<file path="config.mk">
export PLATFORM = sky130hd
export DESIGN_NAME = beat_synced_gate_envelope_top_flat
export DESIGN_NICKNAME = d
export VERILOG_FILES = /design/src/hw/rtl/bsge_pkg.sv /design/src/hw/rtl/bsge_if.sv /design/src/hw/rtl/bsge_cfg.sv /design/src/hw/rtl/bsge_div.sv /design/src/hw/rtl/bsge_curve_rom.sv /design/src/hw/rtl/beat_synced_gate_envelope_top.sv /design/src/flat_wrapper.sv
export SDC_FILE = /design/constraint.sdc
export NUM_CORES = 2
export LEC_CHECK = 0
export BUFFER_PORTS_ARGS = -buffer_cell sky130_fd_sc_hd__buf_4
export CORE_MARGIN = 2
export CORE_UTILIZATION = 48
export CTS_BUF_LIST = sky130_fd_sc_hd__clkbuf_2 sky130_fd_sc_hd__clkbuf_4 sky130_fd_sc_hd__clkbuf_8
export DETAILED_ROUTE_END_ITERATION = 12
export SLEW_MARGIN = 10
export SYNTH_ARGS = -nofsm -noshare
export SYNTH_HDL_FRONTEND = slang
export SYNTH_HIERARCHICAL = 1
export SYNTH_SLANG_ARGS = --single-unit
</file>
<file path="constraint.sdc">
create_clock -name clk_i -period 12.7 [get_ports clk_i]
set_input_delay 3.175 -clock clk_i [delete_from_list [all_inputs] [get_ports clk_i]]
set_output_delay 3.175 -clock clk_i [all_outputs]
set_load 0.01 [all_outputs]
</file>
<file path="src/hw/rtl/bsge_pkg.sv">
// ----------------------------------------------------------------------------
// bsge_pkg: shared types and constants
// Widths, register indexes, phase codes, config struct and curve function.
// ----------------------------------------------------------------------------
package bsge_pkg;

  localparam int unsigned CFG_IDX_W  = 3;
  localparam int unsigned CFG_DATA_W = 32;
  localparam int unsigned POS_W      = 32;
  localparam int unsigned LEN_W      = 20;
  localparam int unsigned LEVEL_W    = 17;
  localparam int unsigned TOL_W      = 16;
  localparam int unsigned CNT_W      = 21;
  localparam int unsigned MUL_W      = 21;
  localparam int unsigned PROD_W     = 2 * MUL_W;

  localparam logic [CFG_IDX_W-1:0] REG_BEAT_PERIOD   = 3'd0;
  localparam logic [CFG_IDX_W-1:0] REG_ATTACK_LEN    = 3'd1;
  localparam logic [CFG_IDX_W-1:0] REG_HOLD_LEN      = 3'd2;
  localparam logic [CFG_IDX_W-1:0] REG_RELEASE_LEN   = 3'd3;
  localparam logic [CFG_IDX_W-1:0] REG_SUSTAIN_LEVEL = 3'd4;
  localparam logic [CFG_IDX_W-1:0] REG_GATE_ENABLE   = 3'd5;
  localparam logic [CFG_IDX_W-1:0] REG_FLUSH_ON_BEAT = 3'd6;
  localparam logic [CFG_IDX_W-1:0] REG_SYNC_TOL      = 3'd7;

  localparam logic [1:0] PH_IDLE    = 2'd0;
  localparam logic [1:0] PH_ATTACK  = 2'd1;
  localparam logic [1:0] PH_HOLD    = 2'd2;
  localparam logic [1:0] PH_RELEASE = 2'd3;

  localparam logic CMD_TICK = 1'b0;
  localparam logic CMD_SYNC = 1'b1;

  localparam logic [LEVEL_W-1:0] FULL_LEVEL = 17'd65536;

  localparam logic [POS_W-1:0]   RST_BEAT_PERIOD   = 32'd6144000;
  localparam logic [LEN_W-1:0]   RST_ATTACK_LEN    = 20'd16080;
  localparam logic [LEN_W-1:0]   RST_HOLD_LEN      = 20'd11880;
  localparam logic [LEN_W-1:0]   RST_RELEASE_LEN   = 20'd480;
  localparam logic [LEVEL_W-1:0] RST_SUSTAIN_LEVEL = 17'd46531;
  localparam logic [TOL_W-1:0]   RST_SYNC_TOL      = 16'd61440;

  typedef struct packed {
    logic [POS_W-1:0]   beat_period;
    logic [LEN_W-1:0]   attack_len;
    logic [LEN_W-1:0]   hold_len;
    logic [LEN_W-1:0]   release_len;
    logic [LEVEL_W-1:0] sustain_level;
    logic               gate_enable;
    logic               flush_on_beat;
    logic [TOL_W-1:0]   sync_tolerance;
  } cfg_t;

  // 1 - exp(-x) in Q16, x in Q31; elaboration-time only
  function automatic logic [LEVEL_W-1:0] curve_entry(input logic [63:0] x);
    logic [63:0] one;
    logic [63:0] y;
    logic [63:0] y2;
    logic [63:0] y3;
    logic [63:0] y4;
    logic [63:0] e;
    logic [63:0] q16;
    one = 64'd1 << 31;
    y   = x >> 8;
    y2  = (y * y) >> 31;
    y3  = (y2 * y) >> 31;
    y4  = (y3 * y) >> 31;
    e   = one - y + y2 / 64'd2 - y3 / 64'd6 + y4 / 64'd24;
    for (int k = 0; k < 8; k++) begin
      e = (e * e + (64'd1 << 30)) >> 31;
    end
    if (e > one) begin
      e = one;
    end
    q16 = (e + (64'd1 << 14)) >> 15;
    if (q16 > 64'(FULL_LEVEL)) begin
      q16 = 64'(FULL_LEVEL);
    end
    return LEVEL_W'(64'(FULL_LEVEL) - q16);
  endfunction

endpackage

</file>
<file path="src/hw/rtl/bsge_if.sv">
// ----------------------------------------------------------------------------
// bsge_if: channel interfaces
// Input, result and configuration write channels, valid/ready each.
// ----------------------------------------------------------------------------
interface bsge_in_if;
  import bsge_pkg::*;
  logic             valid;
  logic             ready;
  logic             cmd;
  logic             playing;
  logic [POS_W-1:0] sync_position;
  modport source (output valid, cmd, playing, sync_position, input ready);
  modport sink (input valid, cmd, playing, sync_position, output ready);
endinterface

interface bsge_out_if;
  import bsge_pkg::*;
  logic               valid;
  logic               ready;
  logic [LEVEL_W-1:0] gate_level;
  logic [1:0]         env_phase;
  logic               flush_request;
  modport source (output valid, gate_level, env_phase, flush_request, input ready);
  modport sink (input valid, gate_level, env_phase, flush_request, output ready);
endinterface

interface bsge_cfg_if;
  import bsge_pkg::*;
  logic                  valid;
  logic                  ready;
  logic [CFG_IDX_W-1:0]  index;
  logic [CFG_DATA_W-1:0] data;
  modport source (output valid, index, data, input ready);
  modport sink (input valid, index, data, output ready);
endinterface

</file>
<file path="src/hw/rtl/bsge_cfg.sv">
// ----------------------------------------------------------------------------
// bsge_cfg: configuration registers
// Holds the eight gate settings, written one beat at a time.
// ----------------------------------------------------------------------------
module bsge_cfg (
  input  logic          clk_i,
  input  logic          rst_ni,
  bsge_cfg_if.sink      cfg_i,
  output bsge_pkg::cfg_t cfg_o
);
  import bsge_pkg::*;

  cfg_t cfg_q;
  cfg_t cfg_d;

  assign cfg_i.ready = 1'b1;

  always_comb begin
    cfg_d = cfg_q;
    if (cfg_i.valid) begin
      unique case (cfg_i.index)
        REG_BEAT_PERIOD:   cfg_d.beat_period    = cfg_i.data;
        REG_ATTACK_LEN:    cfg_d.attack_len     = cfg_i.data[LEN_W-1:0];
        REG_HOLD_LEN:      cfg_d.hold_len       = cfg_i.data[LEN_W-1:0];
        REG_RELEASE_LEN:   cfg_d.release_len    = cfg_i.data[LEN_W-1:0];
        REG_SUSTAIN_LEVEL: cfg_d.sustain_level  = cfg_i.data[LEVEL_W-1:0];
        REG_GATE_ENABLE:   cfg_d.gate_enable    = cfg_i.data[0];
        REG_FLUSH_ON_BEAT: cfg_d.flush_on_beat  = cfg_i.data[0];
        REG_SYNC_TOL:      cfg_d.sync_tolerance = cfg_i.data[TOL_W-1:0];
        default:           cfg_d = cfg_q;
      endcase
    end
  end

  always_ff @(posedge clk_i or negedge rst_ni) begin
    if (!rst_ni) begin
      cfg_q.beat_period    <= RST_BEAT_PERIOD;
      cfg_q.attack_len     <= RST_ATTACK_LEN;
      cfg_q.hold_len       <= RST_HOLD_LEN;
      cfg_q.release_len    <= RST_RELEASE_LEN;
      cfg_q.sustain_level  <= RST_SUSTAIN_LEVEL;
      cfg_q.gate_enable    <= 1'b1;
      cfg_q.flush_on_beat  <= 1'b0;
      cfg_q.sync_tolerance <= RST_SYNC_TOL;
    end else begin
      cfg_q <= cfg_d;
    end
  end

  assign cfg_o = cfg_q;

endmodule

</file>
<file path="src/hw/rtl/bsge_div.sv">
// ----------------------------------------------------------------------------
// bsge_div: serial restoring divider
// One quotient bit per cycle; dividend is the product of the shared multiplier.
// ----------------------------------------------------------------------------
module bsge_div (
  input  logic                         clk_i,
  input  logic                         rst_ni,
  input  logic                         start_i,
  input  logic [bsge_pkg::PROD_W-1:0]  dividend_i,
  input  logic [bsge_pkg::LEN_W-1:0]   divisor_i,
  output logic                         done_o,
  output logic [bsge_pkg::PROD_W-1:0]  quot_o,
  output logic [bsge_pkg::LEN_W-1:0]   rem_o
);
  import bsge_pkg::*;

  localparam int unsigned CntW = $clog2(PROD_W);

  logic              busy_q;
  logic              done_q;
  logic [CntW-1:0]   cnt_q;
  logic [PROD_W-1:0] quot_q;
  logic [LEN_W-1:0]  rem_q;
  logic [LEN_W-1:0]  dvs_q;
  logic [LEN_W:0]    rem_shift;
  logic              take;
  logic [LEN_W:0]    rem_next;

  assign rem_shift = {rem_q, quot_q[PROD_W-1]};
  assign take      = rem_shift >= {1'b0, dvs_q};
  assign rem_next  = take ? rem_shift - {1'b0, dvs_q} : rem_shift;

  always_ff @(posedge clk_i or negedge rst_ni) begin
    if (!rst_ni) begin
      busy_q <= 1'b0;
      done_q <= 1'b0;
      cnt_q  <= '0;
    end else begin
      done_q <= 1'b0;
      if (start_i) begin
        busy_q <= 1'b1;
        cnt_q  <= CntW'(PROD_W - 1);
      end else if (busy_q) begin
        if (cnt_q == '0) begin
          busy_q <= 1'b0;
          done_q <= 1'b1;
        end else begin
          cnt_q <= cnt_q - 1'b1;
        end
      end
    end
  end

  always_ff @(posedge clk_i) begin
    if (start_i) begin
      quot_q <= dividend_i;
      rem_q  <= '0;
      dvs_q  <= divisor_i;
    end else if (busy_q) begin
      quot_q <= {quot_q[PROD_W-2:0], take};
      rem_q  <= rem_next[LEN_W-1:0];
    end
  end

  assign done_o = done_q;
  assign quot_o = quot_q;
  assign rem_o  = rem_q;

endmodule

</file>
<file path="src/hw/rtl/bsge_curve_rom.sv">
// ----------------------------------------------------------------------------
// bsge_curve_rom: release curve table
// 1-exp(-4.5t) in Q16, built at elaboration, registered read.
// ----------------------------------------------------------------------------
module bsge_curve_rom #(
  parameter int unsigned CURVE_ENTRIES = 256
) (
  input  logic                               clk_i,
  input  logic [$clog2(CURVE_ENTRIES)-1:0]   addr_i,
  output logic [bsge_pkg::LEVEL_W-1:0]       data_o
);
  import bsge_pkg::*;

  localparam int unsigned Last = CURVE_ENTRIES - 1;

  logic [LEVEL_W-1:0] tbl [CURVE_ENTRIES];
  logic [LEVEL_W-1:0] data_q;

  for (genvar i = 0; i < CURVE_ENTRIES; i++) begin : g_tbl
    localparam logic [63:0] XArg = ((64'd9 << 30) * 64'(i)) / 64'(Last);
    assign tbl[i] = curve_entry(XArg);
  end

  always_ff @(posedge clk_i) begin
    data_q <= tbl[addr_i];
  end

  assign data_o = data_q;

endmodule

</file>
<file path="src/hw/rtl/beat_synced_gate_envelope_top.sv">
// ----------------------------------------------------------------------------
// beat_synced_gate_envelope_top: tempo-synced gate envelope
// Beat timer, attack/hold/release sequencer, shared multiplier and divider.
// ----------------------------------------------------------------------------
// Usage:
//   in_i   : one beat per audio sample tick (cmd 0) or transport sync (cmd 1).
//   out_o  : one beat per input beat: gate_level (Q1.16), env_phase, flush.
//   cfg_i  : register writes, always ready; write only while the block is idle.
// Path from accept to result valid, by kind of beat:
//   stopped or gate-off ticks: straight to the result; sync beats: through the sync check
//   ticks in idle or hold, or that end attack or release: beat timer update, then phase step
//   attack ramp ticks: timer update and phase step, then one 42-step divide
//   release curve ticks: two 42-step divides, two table reads,
//   and the final scaling multiply
// The serial divider computes one quotient bit per cycle.
// in_i.ready is high only while the sequencer waits for a beat; a new beat
// may be taken while the previous result still sits in the output register.
// The next beat can be taken in the cycle after the result loads.
// If the receiver stalls, the finished result waits for the output register
// and the block takes nothing more until it frees up.
// Reset loads the default settings and clears timer, phase and level state.
// ----------------------------------------------------------------------------
module beat_synced_gate_envelope_top #(
  parameter int unsigned CURVE_ENTRIES = 256
) (
  input  logic       clk_i,
  input  logic       rst_ni,
  bsge_in_if.sink    in_i,
  bsge_out_if.source out_o,
  bsge_cfg_if.sink   cfg_i
);
  import bsge_pkg::*;

  localparam int unsigned     CurveIdxW = $clog2(CURVE_ENTRIES);
  localparam logic [MUL_W-1:0] CurveLast = MUL_W'(CURVE_ENTRIES - 1);

  localparam logic [4:0] ST_IDLE     = 5'd0;
  localparam logic [4:0] ST_PRE      = 5'd1;
  localparam logic [4:0] ST_SYNC     = 5'd2;
  localparam logic [4:0] ST_TICK     = 5'd3;
  localparam logic [4:0] ST_STEP     = 5'd4;
  localparam logic [4:0] ST_ATK_MD   = 5'd5;
  localparam logic [4:0] ST_ATK_W    = 5'd6;
  localparam logic [4:0] ST_REL_MD1  = 5'd7;
  localparam logic [4:0] ST_REL_W1   = 5'd8;
  localparam logic [4:0] ST_REL_RDA  = 5'd9;
  localparam logic [4:0] ST_REL_RDB  = 5'd10;
  localparam logic [4:0] ST_REL_DIFF = 5'd11;
  localparam logic [4:0] ST_REL_MD2  = 5'd12;
  localparam logic [4:0] ST_REL_W2   = 5'd13;
  localparam logic [4:0] ST_REL_MUL3 = 5'd14;
  localparam logic [4:0] ST_REL_LVL  = 5'd15;
  localparam logic [4:0] ST_FIN      = 5'd16;

  cfg_t cfg;

  logic [4:0]         state_q, state_d;
  logic [POS_W-1:0]   bc_q, bc_d;
  logic [1:0]         phase_q, phase_d;
  logic [CNT_W-1:0]   cnt_q, cnt_d;
  logic [LEVEL_W-1:0] level_q, level_d;
  logic               run_q, run_d;
  logic               flush_q, flush_d;
  logic               out_valid_q, out_valid_d;

  logic               cmd_q;
  logic               play_q;
  logic [POS_W-1:0]   pos_q;
  logic [CurveIdxW-1:0] idx_q, idx_d;
  logic [LEN_W-1:0]   rem_q, rem_d;
  logic [LEVEL_W-1:0] a_q, a_d;
  logic [LEVEL_W-1:0] diff_q, diff_d;
  logic [LEVEL_W-1:0] cv_q, cv_d;
  logic [32:0]        prod_q, prod_d;
  logic [LEVEL_W-1:0] out_level_q;
  logic [1:0]         out_phase_q;
  logic               out_flush_q;

  logic               in_fire;
  logic               out_load;
  logic [LEVEL_W-1:0] sus;
  logic [LEVEL_W-1:0] span;
  logic [CNT_W-1:0]   cnt_inc;
  logic [POS_W:0]     tick_sum;
  logic               tick_wrap;
  logic [POS_W:0]     tick_res;
  logic [POS_W-1:0]   sync_diff;
  logic [MUL_W-1:0]   mul_a;
  logic [MUL_W-1:0]   mul_b;
  logic [PROD_W-1:0]  mul_p;
  logic               div_start;
  logic [LEN_W-1:0]   div_dvs;
  logic               div_done;
  logic [PROD_W-1:0]  div_quot;
  logic [LEN_W-1:0]   div_rem;
  logic [CurveIdxW-1:0] rom_addr;
  logic [LEVEL_W-1:0] rom_data;
  logic [LEVEL_W-1:0] lvl_fin;
  logic [1:0]         ph_fin;

  bsge_cfg u_cfg (
    .clk_i  (clk_i),
    .rst_ni (rst_ni),
    .cfg_i  (cfg_i),
    .cfg_o  (cfg)
  );

  bsge_div u_div (
    .clk_i      (clk_i),
    .rst_ni     (rst_ni),
    .start_i    (div_start),
    .dividend_i (mul_p),
    .divisor_i  (div_dvs),
    .done_o     (div_done),
    .quot_o     (div_quot),
    .rem_o      (div_rem)
  );

  bsge_curve_rom #(
    .CURVE_ENTRIES (CURVE_ENTRIES)
  ) u_rom (
    .clk_i  (clk_i),
    .addr_i (rom_addr),
    .data_o (rom_data)
  );

  assign in_i.ready = (state_q == ST_IDLE);
  assign in_fire    = in_i.valid && (state_q == ST_IDLE);

  assign sus  = (cfg.sustain_level > FULL_LEVEL) ? FULL_LEVEL : cfg.sustain_level;
  assign span = FULL_LEVEL - sus;

  assign cnt_inc   = (&cnt_q) ? cnt_q : cnt_q + 1'b1;
  assign tick_sum  = {1'b0, bc_q} + 33'd256;
  assign tick_wrap = tick_sum >= {1'b0, cfg.beat_period};
  assign tick_res  = tick_wrap ? tick_sum - {1'b0, cfg.beat_period} : tick_sum;
  assign sync_diff = (pos_q > bc_q) ? pos_q - bc_q : bc_q - pos_q;

  // shared multiplier operand select
  always_comb begin
    mul_a = '0;
    mul_b = '0;
    unique case (state_q)
      ST_ATK_MD: begin
        mul_a = MUL_W'(span);
        mul_b = cnt_q;
      end
      ST_REL_MD1: begin
        mul_a = cnt_q;
        mul_b = CurveLast;
      end
      ST_REL_MD2: begin
        mul_a = MUL_W'(diff_q);
        mul_b = MUL_W'(rem_q);
      end
      ST_REL_MUL3: begin
        mul_a = MUL_W'(span);
        mul_b = MUL_W'(cv_q);
      end
      default: begin
        mul_a = '0;
        mul_b = '0;
      end
    endcase
  end

  assign mul_p     = mul_a * mul_b;
  assign div_start = (state_q == ST_ATK_MD) || (state_q == ST_REL_MD1) ||
                     (state_q == ST_REL_MD2);
  assign div_dvs   = (state_q == ST_ATK_MD) ? cfg.attack_len : cfg.release_len;
  assign rom_addr  = (state_q == ST_REL_RDA) ? idx_q : idx_q + CurveIdxW'(1);

  assign lvl_fin = cfg.gate_enable ? level_q : FULL_LEVEL;
  assign ph_fin  = cfg.gate_enable ? phase_q : PH_IDLE;

  always_comb begin
    state_d     = state_q;
    bc_d        = bc_q;
    phase_d     = phase_q;
    cnt_d       = cnt_q;
    level_d     = level_q;
    run_d       = run_q;
    flush_d     = flush_q;
    out_valid_d = out_valid_q && !out_o.ready;
    out_load    = 1'b0;
    idx_d       = idx_q;
    rem_d       = rem_q;
    a_d         = a_q;
    diff_d      = diff_q;
    cv_d        = cv_q;
    prod_d      = prod_q;

    unique case (state_q)
      ST_IDLE: begin
        if (in_i.valid) begin
          state_d = ST_PRE;
        end
      end
      ST_PRE: begin
        flush_d = 1'b0;
        if (!play_q && run_q) begin
          bc_d = '0;
          if (phase_q != PH_IDLE) begin
            phase_d = PH_RELEASE;
            cnt_d   = '0;
          end
        end
        run_d = play_q;
        if (cmd_q == CMD_SYNC) begin
          state_d = ST_SYNC;
        end else if (cfg.gate_enable && play_q) begin
          state_d = ST_TICK;
        end else begin
          state_d = ST_FIN;
        end
      end
      ST_SYNC: begin
        if (play_q && (cfg.beat_period != '0) && (sync_diff > POS_W'(cfg.sync_tolerance))) begin
          bc_d = pos_q;
        end
        state_d = ST_FIN;
      end
      ST_TICK: begin
        if (tick_wrap) begin
          phase_d = PH_ATTACK;
          cnt_d   = '0;
          level_d = sus;
          flush_d = cfg.flush_on_beat;
        end
        bc_d    = tick_res[POS_W] ? '1 : tick_res[POS_W-1:0];
        state_d = ST_STEP;
      end
      ST_STEP: begin
        cnt_d   = cnt_inc;
        state_d = ST_FIN;
        unique case (phase_q)
          PH_IDLE: begin
            level_d = sus;
          end
          PH_ATTACK: begin
            if (cnt_inc >= CNT_W'(cfg.attack_len)) begin
              level_d = FULL_LEVEL;
              phase_d = PH_HOLD;
              cnt_d   = '0;
            end else begin
              state_d = ST_ATK_MD;
            end
          end
          PH_HOLD: begin
            level_d = FULL_LEVEL;
            if (cnt_inc >= CNT_W'(cfg.hold_len)) begin
              phase_d = PH_RELEASE;
              cnt_d   = '0;
            end
          end
          PH_RELEASE: begin
            if (cnt_inc >= CNT_W'(cfg.release_len)) begin
              level_d = sus;
              phase_d = PH_IDLE;
              cnt_d   = '0;
            end else begin
              state_d = ST_REL_MD1;
            end
          end
          default: begin
            state_d = ST_FIN;
          end
        endcase
      end
      ST_ATK_MD: begin
        state_d = ST_ATK_W;
      end
      ST_ATK_W: begin
        if (div_done) begin
          level_d = sus + div_quot[LEVEL_W-1:0];
          state_d = ST_FIN;
        end
      end
      ST_REL_MD1: begin
        state_d = ST_REL_W1;
      end
      ST_REL_W1: begin
        if (div_done) begin
          idx_d   = div_quot[CurveIdxW-1:0];
          rem_d   = div_rem;
          state_d = ST_REL_RDA;
        end
      end
      ST_REL_RDA: begin
        state_d = ST_REL_RDB;
      end
      ST_REL_RDB: begin
        a_d     = rom_data;
        state_d = ST_REL_DIFF;
      end
      ST_REL_DIFF: begin
        diff_d  = (rom_data > a_q) ? rom_data - a_q : '0;
        state_d = ST_REL_MD2;
      end
      ST_REL_MD2: begin
        state_d = ST_REL_W2;
      end
      ST_REL_W2: begin
        if (div_done) begin
          cv_d    = a_q + div_quot[LEVEL_W-1:0];
          state_d = ST_REL_MUL3;
        end
      end
      ST_REL_MUL3: begin
        prod_d  = mul_p[32:0];
        state_d = ST_REL_LVL;
      end
      ST_REL_LVL: begin
        level_d = FULL_LEVEL - prod_q[32:16];
        state_d = ST_FIN;
      end
      ST_FIN: begin
        level_d = lvl_fin;
        phase_d = ph_fin;
        if (!out_valid_q || out_o.ready) begin
          out_load    = 1'b1;
          out_valid_d = 1'b1;
          state_d     = ST_IDLE;
        end
      end
      default: begin
        state_d = ST_IDLE;
      end
    endcase
  end

  always_ff @(posedge clk_i or negedge rst_ni) begin
    if (!rst_ni) begin
      state_q     <= ST_IDLE;
      bc_q        <= '0;
      phase_q     <= PH_IDLE;
      cnt_q       <= '0;
      level_q     <= '0;
      run_q       <= 1'b0;
      flush_q     <= 1'b0;
      out_valid_q <= 1'b0;
    end else begin
      state_q     <= state_d;
      bc_q        <= bc_d;
      phase_q     <= phase_d;
      cnt_q       <= cnt_d;
      level_q     <= level_d;
      run_q       <= run_d;
      flush_q     <= flush_d;
      out_valid_q <= out_valid_d;
    end
  end

  always_ff @(posedge clk_i) begin
    if (in_fire) begin
      cmd_q  <= in_i.cmd;
      play_q <= in_i.playing;
      pos_q  <= in_i.sync_position;
    end
    idx_q  <= idx_d;
    rem_q  <= rem_d;
    a_q    <= a_d;
    diff_q <= diff_d;
    cv_q   <= cv_d;
    prod_q <= prod_d;
    if (out_load) begin
      out_level_q <= lvl_fin;
      out_phase_q <= ph_fin;
      out_flush_q <= flush_q;
    end
  end

  assign out_o.valid         = out_valid_q;
  assign out_o.gate_level    = out_level_q;
  assign out_o.env_phase     = out_phase_q;
  assign out_o.flush_request = out_flush_q;

endmodule

</file>
<file path="src/flat_wrapper.sv">
// flat-port wrapper written by rule: the top's interface ports become plain ports
module beat_synced_gate_envelope_top_flat import bsge_pkg::*;
#(
  parameter int unsigned CURVE_ENTRIES = 256
)
  (clk_i, rst_ni, in_i_valid, in_i_cmd, in_i_playing, in_i_sync_position, in_i_ready, out_o_valid, out_o_gate_level, out_o_env_phase, out_o_flush_request, out_o_ready, cfg_i_valid, cfg_i_index, cfg_i_data, cfg_i_ready);
  bsge_in_if in_i_i ();
  bsge_out_if out_o_i ();
  bsge_cfg_if cfg_i_i ();
  input  logic clk_i;
  input  logic rst_ni;
  input wire logic [$bits(in_i_i.valid)-1:0] in_i_valid;
  input wire logic [$bits(in_i_i.cmd)-1:0] in_i_cmd;
  input wire logic [$bits(in_i_i.playing)-1:0] in_i_playing;
  input wire logic [$bits(in_i_i.sync_position)-1:0] in_i_sync_position;
  output wire logic [$bits(in_i_i.ready)-1:0] in_i_ready;
  output wire logic [$bits(out_o_i.valid)-1:0] out_o_valid;
  output wire logic [$bits(out_o_i.gate_level)-1:0] out_o_gate_level;
  output wire logic [$bits(out_o_i.env_phase)-1:0] out_o_env_phase;
  output wire logic [$bits(out_o_i.flush_request)-1:0] out_o_flush_request;
  input wire logic [$bits(out_o_i.ready)-1:0] out_o_ready;
  input wire logic [$bits(cfg_i_i.valid)-1:0] cfg_i_valid;
  input wire logic [$bits(cfg_i_i.index)-1:0] cfg_i_index;
  input wire logic [$bits(cfg_i_i.data)-1:0] cfg_i_data;
  output wire logic [$bits(cfg_i_i.ready)-1:0] cfg_i_ready;
  assign in_i_i.valid = in_i_valid;
  assign in_i_i.cmd = in_i_cmd;
  assign in_i_i.playing = in_i_playing;
  assign in_i_i.sync_position = in_i_sync_position;
  assign in_i_ready = in_i_i.ready;
  assign out_o_valid = out_o_i.valid;
  assign out_o_gate_level = out_o_i.gate_level;
  assign out_o_env_phase = out_o_i.env_phase;
  assign out_o_flush_request = out_o_i.flush_request;
  assign out_o_i.ready = out_o_ready;
  assign cfg_i_i.valid = cfg_i_valid;
  assign cfg_i_i.index = cfg_i_index;
  assign cfg_i_i.data = cfg_i_data;
  assign cfg_i_ready = cfg_i_i.ready;
  beat_synced_gate_envelope_top #(.CURVE_ENTRIES(CURVE_ENTRIES)) u_core (.clk_i(clk_i), .rst_ni(rst_ni), .in_i(in_i_i), .out_o(out_o_i), .cfg_i(cfg_i_i));
endmodule
</file>
# ---- Word-level counts from Yosys, hierarchy flattened
# Memories as Yosys holds them, arrays and structs flattened. A register that Yosys moved wholly into a read port is not among the register bits.
# Index checks and enable logic that the tools add are counted.
# Widths: inputs -> output; s select.
dict set report classes {
  n_eq_ne 40
  reduce_logical 44
  order_cmp 9
  n_addsub 13
  bitwise 1
  mul 1
  mux 65
}
# cell count
set ops {}
lappend ops {{$pmux 21 s3} 3}
lappend ops {{$mux 21} 7}
lappend ops {{$mux 32} 4}
lappend ops {{$mux 17} 6}
lappend ops {{$pmux 32 s3} 1}
lappend ops {{$pmux 17 s5} 1}
lappend ops {{$ge 21x20->1} 4}
lappend ops {{$mux 42} 2}
lappend ops {{$pmux 21 s4} 1}
lappend ops {{$pmux 5 s16} 1}
lappend ops {{$pmux 17 s4} 1}
lappend ops {{$sub 32x32->32} 2}
lappend ops {{$mux 5} 9}
lappend ops {{$mul 21x21->42} 1}
lappend ops {{$eq 5x4->1 const B} 8}
lappend ops {{$mux 20} 2}
lappend ops {{$add 17x17->17} 2}
lappend ops {{$sub 17x17->17 const A} 2}
lappend ops {{$add 32x9->33 const B} 1}
lappend ops {{$ge 33x32->1} 1}
lappend ops {{$mux 33} 1}
lappend ops {{$sub 33x32->33} 1}
lappend ops {{$gt 32x16->1} 1}
lappend ops {{$gt 32x32->1} 1}
lappend ops {{48 further kinds} 110}
dict set report word_totals {
  reg_bits 463
  out_inout_bits 23
  n_memories 1
  wordCells 208
  rom_bits 4352
}
# memory words width rd rd_ports_with_merged_regs write_ports line_no
set memory_table {}
lappend memory_table {{(name not given)} 256 17 1 1 0 bsge_curve_rom.sv:25} ;# data_q <= tbl[addr_i];

# ---- Logic depth before layout (Yosys ltp)
dict set report depth {
  word_depth 6
  ltp_mapped 43
  ltp_nobuf 42
}

# ---- Cells and area by module
# Netlist, hierarchy kept.
# module area_each_um2 n_inst seq_area_each_um2 cells_each
set modules_own_cells {}
lappend modules_own_cells {beat_synced_gate_envelope_top 34819.6 1 6506.2 4065}
lappend modules_own_cells {bsge_curve_rom 4889.7 1 320.3 769}
lappend modules_own_cells {bsge_cfg 4872.2 1 3228.1 279}
lappend modules_own_cells {bsge_div 4762.1 1 2462.4 407}

# ---- Worst setup path before layout
# Ideal clock, no wire load.
dict set report synth_timing {
  path_type {register to register}
  startpoint {register u_core.u_cfg.cfg_q (netlist bit u_core/u_cfg/cfg_o[21])}
  endpoint {register u_core.u_div.quot_q[34] (netlist: u_core/u_div/quot_o[34]), data pin}
  required_ns 12.440
  period_less_slack_ns 9.591
  slack_ns 3.109
  arrival_ns 9.331
  stages_incl_launch_ff 43
  path_cell_list {dfrtp_1 > nor3_1 > nand2_1 > or2_2 > nor4_1 > nand2_1 > o21a_1 > o21ai_2 > o21bai_1 > a21oi_1 > a21oi_1 > a221o_1 > clkbuf_1 > nand2_1 > fa_1 > inv_1 > fa_1 > inv_1 > [7 not listed] > inv_1 > fa_1 > inv_1 > ha_1 > a21o_1 > a21oi_1 > a21boi_0 > o21ai_0 > a211oi_1 > o21ai_0 > o31ai_1 > a41o_1 > o21a_1 > nor2_1 > o21bai_1 > a21oi_1 > xnor2_1 > mux2_2}
}
dict set report synth_via {
  elab_chain_cells 6
}
# item line_no
set synth_lines {}
lappend synth_lines {{from (decl)} bsge_cfg.sv:13} ;# cfg_t cfg_q;
lappend synth_lines {{from (signal assigned)} bsge_cfg.sv:46} ;# cfg_q <= cfg_d;
lappend synth_lines {{$gt 17x17->1} beat_synced_gate_envelope_top.sv:130} ;# assign sus = (cfg.sustain_level > FULL_LEVEL) ? FULL_LEVEL : cfg.sustain_level;
lappend synth_lines {{$mux 17 *} beat_synced_gate_envelope_top.sv:130}
lappend synth_lines {{$sub 17x17->17 *} beat_synced_gate_envelope_top.sv:131} ;# assign span = FULL_LEVEL - sus;
lappend synth_lines {{$pmux 21 s3 *} beat_synced_gate_envelope_top.sv:143} ;# unique case (state_q)
lappend synth_lines {{$mul 21x21->42 *} beat_synced_gate_envelope_top.sv:167} ;# assign mul_p = mul_a * mul_b;
lappend synth_lines {{via u_core.mul_p[34]} beat_synced_gate_envelope_top.sv:90} ;# logic [PROD_W-1:0] mul_p;
lappend synth_lines {{$mux 42 *} bsge_div.sv:55} ;# if (start_i) begin
lappend synth_lines {{to (signal assigned)} bsge_div.sv:56} ;# quot_q <= dividend_i;
lappend synth_lines {{to (signal assigned)} bsge_div.sv:60} ;# quot_q <= {quot_q[PROD_W-2:0], take};
lappend synth_lines {{to (decl)} bsge_div.sv:22} ;# logic [PROD_W-1:0] quot_q;
# The timed path passes the listed nets; every way through them passes the cells marked *.
# A chain may end at the register's enable or synchronous reset.

# ---- Worst setup path after layout
# Same ends and word-level chain as after synthesis.

==> out/qor.yml <==
clocking:
  clockBufferDepth: 3
  clock_root_buffer: "clkbuf_8"
  clkSlewWorstSetupHoldPaths_ns: 0.07
  cts_repair_resize_count: 0
  post_cts_hold_buffer_count: 0
  cts-htree-levels: 3
  post_cts_buffers: 0
  numCtsBuffers: 83
  clock-sinks: 463
  clock_tree_from_tritoncts: "yes"
  clk-insertion-delay-late_ns: 0.75
route:
  route.detailed.drc: 0
  drt_iter0_drc: 4134
  drtAntennaViolNets: 0
  num_vias: 41200
  drt_pass_1_iters: 6
  routed_via_density: 5.92
  drt_wl_total_um: 162000
  route.detailed.wl_per_inst_um: 23.2
cells_and_area:
  final_net_count: 6394
  postLayoutCoreUtil: 0.521
  drive_gt1_frac: 0.102
  syn_to_final_growth_pct: 7.53
critical_path:
  cpPeakStageDelay_ns: 0.68
  slowest_stage: "o21ai_0"
  path_buf_inv: 8
  crit_family: "compound AO/OA/AOI/OAI gates"
  worst-r2r-setup-slack_ns: 1.73
  arrival_time_of_the_worst_setup_path_ns: 11.47
  worst_setup_path_start_kind: "flip-flop"
  crit_fanout: 12
  timing_worst_setup_path_type: "flip-flop to flip-flop"
  setup.worst_path.end_class: "flip-flop"
  timing.critical_path.required_ns: 13.20
pwr:
  leakage_uw: 0.0242
  cellInternalPower_uw: 4730
  share_seq_of_total_power: 0.284
  power_switching_share: 0.447
  comb_power_share: 0.536
  power.share.clock: 0.180
  vdd_drop_max_uv: 132
  switching_power_uw: 3820
  cellPowerDensity_nw_per_um2: 161
synthesis:
  postSynth.topFlopCell: "edfxtp_1"
  ys_async_sr_fraction: 0.464
  synth_top_area_frac: 0.148
  synth-seq-area-share: 0.254
  synth_area_um2: 49300
  ys_top_cells_by_area: "fa_1 15%, edfxtp_1 13%, ha_1 11%"
  yosysTopAreaCell: "fa_1"
  synth_cells: 5520
  synth-edff-count: 212
  post_synth_most_frequent_cells: "739 x inv_1, 525 x nand2_1, 428 x ha_1"
  synth.distinct_cells: 108
  ys_ff_latch: 463
  synth_most_common_cell: "inv_1"
  synth_area_per_cell_um2: 8.94
  yosysWarnings: 6
die:
  core.rowCount: 117
  number_of_ports_placed_on_the_die_boundary: 97
  initial_core_util: 0.484
  core_um2: 102000
  design.die.area_um2: 105000
  fp.dieW_um: 325
  die-height_um: 325
sta:
  hold_viol_final: 0
  final_max_slew_viol_count: 0
  setup_viol: 0
  post-route-period-util: 0.864
  grt_setup_unrepaired: "false"
  worst_clock_skew_ns: 0.0724
  fmaxAchievable_mhz: 91.2
  worst-slew-pin-transition_ns: 1.15
  tns_ns: 0
  maxSlewHeadroom: 0.235
  timing.final.crit_period_ns: 10.97
grt:
  grt_max_degree: 162
  vias_in_the_first_global_route: 40700
  antenna_found_initial: 14
  groute.usage.overall: 0.304
  grt_overflow: 0
  grt_pass1_wl_um: 248000
placed_design:
  place_congestion: 0.997
  portBuffers: 95
  place.detailed.hpwl_um: 125000
job:
  timing.max_cap.violations: 0
outcome:
  status: "completed"
worst_hold_path:
  min-delay-path-class: "flip-flop to flip-flop"
## path summary, 6_finish.rpt
| kind | from | cells after the start | endpoint |
|---|---|---|---|
| worst max-delay path | u_core/u_cfg/cfg_o[21] | 42 | u_core/u_div/quot_o[34] |
| worst min-delay path | u_core/u_rom/data_o[2] | 0 | u_core/a_q[2] |
| worst max register to register | u_core/u_cfg/cfg_o[21] | 42 | u_core/u_div/quot_o[34] |
| worst min register to register | u_core/u_rom/data_o[2] | 0 | u_core/a_q[2] |
| max in group asynchronous | rst_ni | 2 | u_core/u_cfg/cfg_o[5] |
| min in group asynchronous | rst_ni | 1 | u_core/u_div/cnt_q[0] |
## area by class of cell
cell class              instances  area, um2
fillers                      9650      48800
inverters                     743       2790
multi-input cells            4072      32900
diodes                          5       12.5
flip-flops and latches        463      12500
clock inverters                42        369
repair buffers                164       1260
clock buffers                 114       1460
well taps                    1368       1710
## power groups by stage
stage | sequential (uW) | clock (uW) | combinational, uW
2_1_floorplan | 2240 | 0 | 3490
3_3_place_gp | 2440 | 0 | 4470
3_5_place_dp | 2450 | 0 | 4490
4_1_cts | 2420 | 1580 | 4520
5_1_grt | 2470 | 1640 | 5080
6_report | 2430 | 1540 | 4580
## cells in the final DEF, fill, tap and decap left out, types with 38 or more instances in the layout
| cell | instances |
|---|---|
| a21oi_1 | 311 |
| and3_1 | 38 |
| and2_1 | 60 |
| nand4_1 | 52 |
| nor2b_1 | 80 |
| conb_1 | 54 |
| mux2i_1 | 51 |
| a21o_1 | 107 |
| nand2b_1 | 68 |
| nor3_1 | 65 |
| xnor2_1 | 141 |
| a31oi_1 | 55 |
| dfrtp_1 | 175 |
| nand2_1 | 525 |
| buf_4 | 161 |
| nand3_1 | 105 |
| clkbuf_8 | 97 |
| fa_1 | 365 |
| mux2_2 | 142 |
| edfxtp_1 | 212 |
| nor2_1 | 391 |
| ha_1 | 428 |
| a22oi_1 | 46 |
| inv_1 | 737 |
| mux2_1 | 41 |
| o21ai_0 | 260 |
| dfstp_2 | 40 |
| xor2_1 | 70 |
| a211oi_1 | 72 |
## state kept, by name (all words and copies together) (netlist names), 5 cells and up
| signal | flops |
|---|---|
| u_core/cnt_q | 21 |
| u_core/u_div/quot_o | 42 |
| u_core/level_q | 17 |
| u_core/u_rom/data_o | 16 |
| u_core/u_div/rem_o | 20 |
| u_core/rem_q | 20 |
| u_core/bc_q | 32 |
| u_core/u_div/dvs_q | 20 |
| u_core/diff_q | 17 |
| u_core/u_div/cnt_q | 6 |
| u_core/a_q | 17 |
| u_core/u_cfg/cfg_o | 127 |
| u_core/out_o.gate_level | 17 |
| u_core/idx_q | 8 |
| u_core/prod_q | 17 |
| u_core/state_q | 5 |
| u_core/cv_q | 17 |
| u_core/pos_q | 32 |
## through the flow
stage          instances  setup WS (ns)  hold WS, ns  total power, uW  area, um2
2_1_floorplan       5570           3.11        0.408             5730      49500
3_3_place_gp        6810           2.02        0.416             6910      51200
3_5_place_dp        6810           1.88        0.430             6950      51200
4_1_cts             6966           1.85        0.432             8530      53000
5_1_grt             6971           1.15        0.448             9190      53100
6_report            6971           1.73        0.431             8550      53100
## per-layer routing
metal	global-route usage	part of all wire	vias up
met5	0	0.00017	-
li1	-	-	18900
met1	0.422	0.43	20300
met3	0.0528	0.082	342
met4	0.103	0.035	4
met2	0.479	0.45	1693
## cells by family after synthesis
| logic type | synth area share |
|---|---|
| adder cells (fa/ha/maj) | 0.257 |
| AO/OA/AOI/OAI | 0.165 |
| buffers and inverters | 0.0852 |
| flip-flops | 0.254 |
| XOR/XNOR | 0.0387 |
| AND/OR/NAND/NOR | 0.147 |
| multiplexers | 0.0533 |
| other | 0.000304 |
No activity file was read; power rests on OpenSTA's default activity.
